`config.mk`:
```
export PLATFORM = sky130hd
export DESIGN_NAME = keyed_supersample_downscale
export DESIGN_NICKNAME = d
export VERILOG_FILES = /design/src/rtl/kssd_pkg.sv /design/src/rtl/kssd_core.sv /design/src/rtl/keyed_supersample_downscale.sv
export SDC_FILE = /design/constraint.sdc
export NUM_CORES = 1
export LEC_CHECK = 0
export BUFFER_PORTS_ARGS = -buffer_cell sky130_fd_sc_hd__buf_4
export CAP_MARGIN = 10
export CORE_MARGIN = 1.5
export CORE_UTILIZATION = 50
export DETAILED_ROUTE_END_ITERATION = 7
export PLACE_DENSITY = 0.72
export SETUP_SLACK_MARGIN = 0.3
export SYNTH_ARGS = -nofsm -noshare
export SYNTH_HDL_FRONTEND = slang
export SYNTH_SLANG_ARGS = --single-unit
```
`constraint.sdc`:
```
create_clock -name clk -period 15.7 [get_ports clk]
set_clock_uncertainty 0.2 [all_clocks]
set_input_delay 0.785 -clock clk [delete_from_list [all_inputs] [get_ports clk]]
set_output_delay 0.785 -clock clk [all_outputs]
set_load 0.01 [all_outputs]
```
`src/rtl/kssd_pkg.sv`:
```
// Package for the keyed 2x2 supersample downscaler.
// Holds widths, register indexes, reset values, the subpixel block type and
// the coverage and divide-by-three helpers. No dependencies.
package kssd_pkg;

  localparam int COLOR_W   = 24;
  localparam int CH_W      = 8;
  localparam int NUM_CH    = 3;
  localparam int NUM_SUB   = 4;
  localparam int SUM_W     = 10;  // 4 * 255 fits
  localparam int CNT_W     = 3;   // 0..4 foreground subpixels
  localparam int CFG_IDX_W = 2;

  localparam logic [CFG_IDX_W-1:0] CFG_KEY_COLOR  = 2'd0;
  localparam logic [CFG_IDX_W-1:0] CFG_FILL_COLOR = 2'd1;

  localparam logic [COLOR_W-1:0] KEY_RESET  = 24'h505050;
  localparam logic [COLOR_W-1:0] FILL_RESET = 24'hC0E080;

  localparam logic [CH_W-1:0] ALPHA_NONE  = 8'd0;
  localparam logic [CH_W-1:0] ALPHA_ONE   = 8'd64;
  localparam logic [CH_W-1:0] ALPHA_TWO   = 8'd128;
  localparam logic [CH_W-1:0] ALPHA_THREE = 8'd192;
  localparam logic [CH_W-1:0] ALPHA_FULL  = 8'd255;

  // s / 3 == (s * 683) >> 11 for every s below 3 * 256
  localparam int DIV3_RECIP = 683;
  localparam int DIV3_SHIFT = 11;
  localparam int DIV3_PROD_W = SUM_W + 9;

  typedef struct packed {
    logic [COLOR_W-1:0] top_left;
    logic [COLOR_W-1:0] top_right;
    logic [COLOR_W-1:0] bottom_left;
    logic [COLOR_W-1:0] bottom_right;
  } block_t;

  function automatic logic [CH_W-1:0] coverage_of(input logic [CNT_W-1:0] cnt);
    logic [CH_W-1:0] alpha;
    unique case (cnt)
      3'd0:    alpha = ALPHA_NONE;
      3'd1:    alpha = ALPHA_ONE;
      3'd2:    alpha = ALPHA_TWO;
      3'd3:    alpha = ALPHA_THREE;
      default: alpha = ALPHA_FULL;
    endcase
    return alpha;
  endfunction

  function automatic logic [CH_W-1:0] div3(input logic [SUM_W-1:0] s);
    logic [DIV3_PROD_W-1:0] prod;
    prod = DIV3_PROD_W'(s) * DIV3_PROD_W'(DIV3_RECIP);
    return prod[DIV3_SHIFT +: CH_W];
  endfunction

endpackage

```
`src/rtl/kssd_core.sv`:
```
// Averaging datapath and result register of the keyed 2x2 downscaler.
// Takes one registered block per cycle; depends on kssd_pkg.
module kssd_core (
  input  logic                         clk,
  input  logic                         rst_n,
  input  logic                         blk_vld,
  input  kssd_pkg::block_t             blk,
  input  logic [kssd_pkg::COLOR_W-1:0] key_color,
  input  logic [kssd_pkg::COLOR_W-1:0] fill_color,
  output logic                         res_vld,
  output logic [kssd_pkg::COLOR_W-1:0] res_color,
  output logic [kssd_pkg::CH_W-1:0]    res_coverage
);
  import kssd_pkg::*;

  logic [NUM_SUB-1:0][COLOR_W-1:0] px;
  logic [NUM_SUB-1:0]              fg;
  logic [CNT_W-1:0]                cnt;
  logic [NUM_CH-1:0][SUM_W-1:0]    sum;
  logic [NUM_CH-1:0][CH_W-1:0]     avg;
  logic [COLOR_W-1:0]              color_nxt;

  logic                res_vld_r;
  logic [COLOR_W-1:0]  color_r;
  logic [CH_W-1:0]     coverage_r;

  assign px = {blk.top_left, blk.top_right, blk.bottom_left, blk.bottom_right};

  always_comb begin
    cnt = '0;
    sum = '0;
    for (int k = 0; k < NUM_SUB; k++) begin
      fg[k] = (px[k] != key_color);
      if (fg[k]) begin
        cnt = cnt + CNT_W'(1);
        for (int c = 0; c < NUM_CH; c++) begin
          sum[c] = sum[c] + SUM_W'(px[k][CH_W*c +: CH_W]);
        end
      end
    end
  end

  always_comb begin
    for (int c = 0; c < NUM_CH; c++) begin
      unique case (cnt)
        3'd1:    avg[c] = sum[c][CH_W-1:0];
        3'd2:    avg[c] = sum[c][CH_W:1];
        3'd3:    avg[c] = div3(sum[c]);
        3'd4:    avg[c] = sum[c][CH_W+1:2];
        default: avg[c] = '0;
      endcase
    end
    color_nxt = (cnt == '0) ? fill_color : avg;
  end

  always_ff @(posedge clk) begin
    if (!rst_n) begin
      res_vld_r <= 1'b0;
    end else begin
      res_vld_r <= blk_vld;
    end
  end

  // payload: no reset needed
  always_ff @(posedge clk) begin
    color_r    <= color_nxt;
    coverage_r <= coverage_of(cnt);
  end

  assign res_vld      = res_vld_r;
  assign res_color    = color_r;
  assign res_coverage = coverage_r;

  a_vld_follows : assert property (@(posedge clk) disable iff (!rst_n)
    blk_vld |=> res_vld)
    else $error("kssd_core: block beat did not produce a result");

  a_no_phantom : assert property (@(posedge clk) disable iff (!rst_n)
    !blk_vld |=> !res_vld)
    else $error("kssd_core: result without a block beat");

  a_cov_legal : assert property (@(posedge clk) disable iff (!rst_n)
    res_vld |-> (res_coverage == ALPHA_NONE || res_coverage == ALPHA_ONE ||
                 res_coverage == ALPHA_TWO || res_coverage == ALPHA_THREE ||
                 res_coverage == ALPHA_FULL))
    else $error("kssd_core: illegal coverage value");

  a_all_key : assert property (@(posedge clk) disable iff (!rst_n)
    (blk_vld && blk.top_left == key_color && blk.top_right == key_color &&
     blk.bottom_left == key_color && blk.bottom_right == key_color)
    |=> (res_coverage == ALPHA_NONE))
    else $error("kssd_core: all-key block gave nonzero coverage");

endmodule

```
`src/rtl/keyed_supersample_downscale.sv`:
```
// Top level of the keyed 2x2 supersample downscaler: config registers,
// input register and the averaging core. Depends on kssd_pkg and kssd_core.
//
//   channel   direction  handshake           payload
//   in        in         start / busy        in_sub_* (4 x 24 bits)
//   out       out        out_valid (strobe)  out_pixel_color, out_coverage
//   cfg       in         cfg_we              cfg_index, cfg_data
//
// One pixel per clock: a beat is taken every cycle (busy stays low).
// The path runs through the input register, then the average/select logic into
// the result register. A result shows for one cycle with out_valid.
// Reset (rst_n low, synchronous) clears the valid pipeline and loads the
// key and fill colors with their defaults. The receiver cannot stall.
module keyed_supersample_downscale (
  input  logic                           clk,
  input  logic                           rst_n,
  input  logic                           start,
  output logic                           busy,
  input  logic [kssd_pkg::COLOR_W-1:0]   in_sub_top_left,
  input  logic [kssd_pkg::COLOR_W-1:0]   in_sub_top_right,
  input  logic [kssd_pkg::COLOR_W-1:0]   in_sub_bottom_left,
  input  logic [kssd_pkg::COLOR_W-1:0]   in_sub_bottom_right,
  output logic                           out_valid,
  output logic [kssd_pkg::COLOR_W-1:0]   out_pixel_color,
  output logic [kssd_pkg::CH_W-1:0]      out_coverage,
  input  logic                           cfg_we,
  input  logic [kssd_pkg::CFG_IDX_W-1:0] cfg_index,
  input  logic [kssd_pkg::COLOR_W-1:0]   cfg_data
);
  import kssd_pkg::*;

  logic [COLOR_W-1:0] key_color_r;
  logic [COLOR_W-1:0] fill_color_r;
  logic               in_vld_r;
  block_t             blk_r;
  logic               accept;

  assign busy   = 1'b0;
  assign accept = start && !busy;

  // indexes past the register list are dropped
  always_ff @(posedge clk) begin
    if (!rst_n) begin
      key_color_r  <= KEY_RESET;
      fill_color_r <= FILL_RESET;
    end else if (cfg_we) begin
      if (cfg_index == CFG_KEY_COLOR) begin
        key_color_r <= cfg_data;
      end
      if (cfg_index == CFG_FILL_COLOR) begin
        fill_color_r <= cfg_data;
      end
    end
  end

  always_ff @(posedge clk) begin
    if (!rst_n) begin
      in_vld_r <= 1'b0;
    end else begin
      in_vld_r <= accept;
    end
  end

  always_ff @(posedge clk) begin
    if (accept) begin
      blk_r.top_left     <= in_sub_top_left;
      blk_r.top_right    <= in_sub_top_right;
      blk_r.bottom_left  <= in_sub_bottom_left;
      blk_r.bottom_right <= in_sub_bottom_right;
    end
  end

  kssd_core u_core (
    .clk          (clk),
    .rst_n        (rst_n),
    .blk_vld      (in_vld_r),
    .blk          (blk_r),
    .key_color    (key_color_r),
    .fill_color   (fill_color_r),
    .res_vld      (out_valid),
    .res_color    (out_pixel_color),
    .res_coverage (out_coverage)
  );

endmodule
```
==> reports/results.ini <==
[detailed_routing]
wl_per_cell_um=19.7
drc=0
wl_met2_um=20000
drt_iter0_markers=1069
drt-met1-wl_um=20900
vias=13312
wl_um=45300
wl_met3_um=2990
firstDrtPassIters=5
top_layer=met4
ant_nets=0
viasPerCell=5.77

[floorplanning]
chipWidth_um=185
ioPinCount=160
initial_utilization=0.509
core_sq_um=32600
dieArea_sq_um=34300
num_rows=66
die_y_um=185

[synth]
yosysTopAreaCellShare=0.188
synth_area_sq_um=16600
synth_seq_cells=173
syn-num-nets=2185
syn_inst=1744
synthTopCellsByCount=ha_1 (249), nand2_1 (168), inv_1 (143)
ys_seq_area_frac=0.267
ys_top_cells_by_area=ha_1 (19%), edfxtp_1 (17%), dfxtp_1 (9.3%)
async_reset_ff_frac=0
netlist.top_cell.by_area=ha_1
synthFlopType=edfxtp_1
synth_edf_count=96
yosys_warnings=0
yosysUniqueCellTypes=93
syn_area_per_cell_sq_um=9.51
yosysMostFrequentCell=ha_1

[clock_tree]
clk_path_buf_depth=2
ctsResizeCount=0
htree_num_levels=4
root_buffer=clkbuf_16
post-cts-setup-buffers=0
cts_made_buffers=17
cts_sinks=173
cts_tree=yes
clk_pin_slew_ps=80
cts_hold_repair.buffers=0
insertion_delay_ps=450

[grt]
grt-ovfl-total=0
grt_pass1_vias=13059
antenna_found_initial=0
grt_usage=0.274
grt_pass1_wl_um=71200
grt_max_degree=84

[worst_setup_path]
critPathArrivalTime_ps=11620
endpoint_kind=flop
cpPeakStageDelay_ps=670
worstSetupStartpointType=flop
cp_max_fo=34
critical_path.most_common_cell=ha_1
cp.required_ps=15790
worst_path_max_delay_cell=or2_1
critical_path_class=flop to flop

[outcome]
status=complete, no violations

[sta]
fin_crit_sh=0.734
fmax_mhz=86.7
setup_viol=0
drv_slew=0
max-slew-margin-rel=0.299
final_hold_viol_count=0
fin_setup_tns_ps=0
rsz0062_at_grt=false
worst_slew_pin_slew_ps=1050
min_period_ps=11530

[placed_design]
hpwl_um=37200
gp_congestion=0.966
port_buffers=158

[final_layout]
nets=2292
n_antenna_cell=0
drive_gt1_frac=0.131
synthToLayoutAreaGrowth_pct=12.0
fillers=2872

[job]
max_cap_viol_count=0

[worst_hold_path]
hold_path_class=flop to flop

## per-stage QoR
| stage | util | worst slack, ps | cell area [sq um] | hold slack, ps | instances |
|---|---|---|---|---|---|
| 2_1_floorplan | - | 5790 | 16600 | 212 | 1744 |
| 3_3_place_gp | 0.551 | 4570 | 18000 | 214 | 2274 |
| 6_report | 0.570 | 4170 | 18600 | 240 | 2306 |
| 3_5_place_dp | 0.551 | 4330 | 18000 | 219 | 2274 |
| 4_1_cts | 0.570 | 4250 | 18600 | 235 | 2306 |
| 5_1_grt | 0.570 | 3420 | 18600 | 265 | 2306 |
## logic make-up (layout without fill, tap and decap cells)
group / count (synthesis) / count (layout) / share of synthesized area
adders and majority gates: 315 / 315 / 0.267
other: 1 / 1 / 0.000226
and+or+nand+nor: 411 / 411 / 0.122
muxes: 33 / 33 / 0.0229
buffers and inverters: 222 / 342 / 0.0581
DFF: 173 / 173 / 0.267
AOI/OAI and AO/OA: 416 / 416 / 0.172
xor gates and xnor gates: 173 / 173 / 0.0913
## state kept, by name, indices dropped and copies added (netlist names)
name and cells:
key_color_r 24, in_vld_r 1, u_core.res_coverage 3, blk_r 96, u_core.res_vld 1, fill_color_r 24, u_core.res_color 24
## critical path: cells and delay by family (launching register included)
family | cells | cell delay [ps]
adders and majority gates | 10 | 3580
and+or+nand+nor | 12 | 3330
AOI/OAI and AO/OA | 14 | 3100
DFF | 1 | 490
xor gates and xnor gates | 2 | 350
buffers and inverters | 3 | 320
## placed cells by master (no fill, tap or decap), types with 15 or more instances in the layout
cell type / count
ha_1: 249
nand2_1: 168
buf_4: 164
inv_1: 143
xor2_1: 100
edfxtp_1: 96
a21oi_1: 88
o21ai_0: 79
dfxtp_1: 77
xnor2_1: 73
fa_1: 66
nor2_1: 63
a21boi_0: 44
a21o_1: 37
and2_1: 31
o21a_1: 30
nand3_1: 26
mux2_2: 20
nor4_1: 18
nor2b_1: 17
clkbuf_16: 17
a211oi_1: 16
nand4_1: 15
nand2b_1: 15
## worst paths after layout
path | startpoint | to | slack, ps | depth (start not counted)
min | in_vld_r$_SDFF_PN0_ | u_core.res_vld$_SDFF_PN0_ | 240 | 1
max reg2reg | key_color_r[18]$_SDFFE_PN0P_ | u_core.res_color[21]$_DFF_P_ | 4170 | 41
min reg2reg | in_vld_r$_SDFF_PN0_ | u_core.res_vld$_SDFF_PN0_ | 240 | 1
max | key_color_r[18]$_SDFFE_PN0P_ | u_core.res_color[21]$_DFF_P_ | 4170 | 41
## final cells by class
cell class,count,area [sq um],area share
flip-flops and latches,173,4420,0.238
repair buffers,164,1230,0.0663
multi-input cells,1349,11200,0.603
clock inverters,14,186,0.0100
clock buffers,18,429,0.0231
well taps,442,553,0.0298
inverters,146,548,0.0295
## routing by layer
| metal | GRT usage | vias to the layer above |
|---|---|---|
| met5 | 0 | - |
| li1 | - | 6418 |
| met3 | 0.0462 | 85 |
| met1 | 0.379 | 6262 |
| met2 | 0.425 | 547 |
| met4 | 0.108 | 0 |
Power is not shown: default switching activity piles up to over one toggle a cycle in this logic, so the estimate is an artifact.
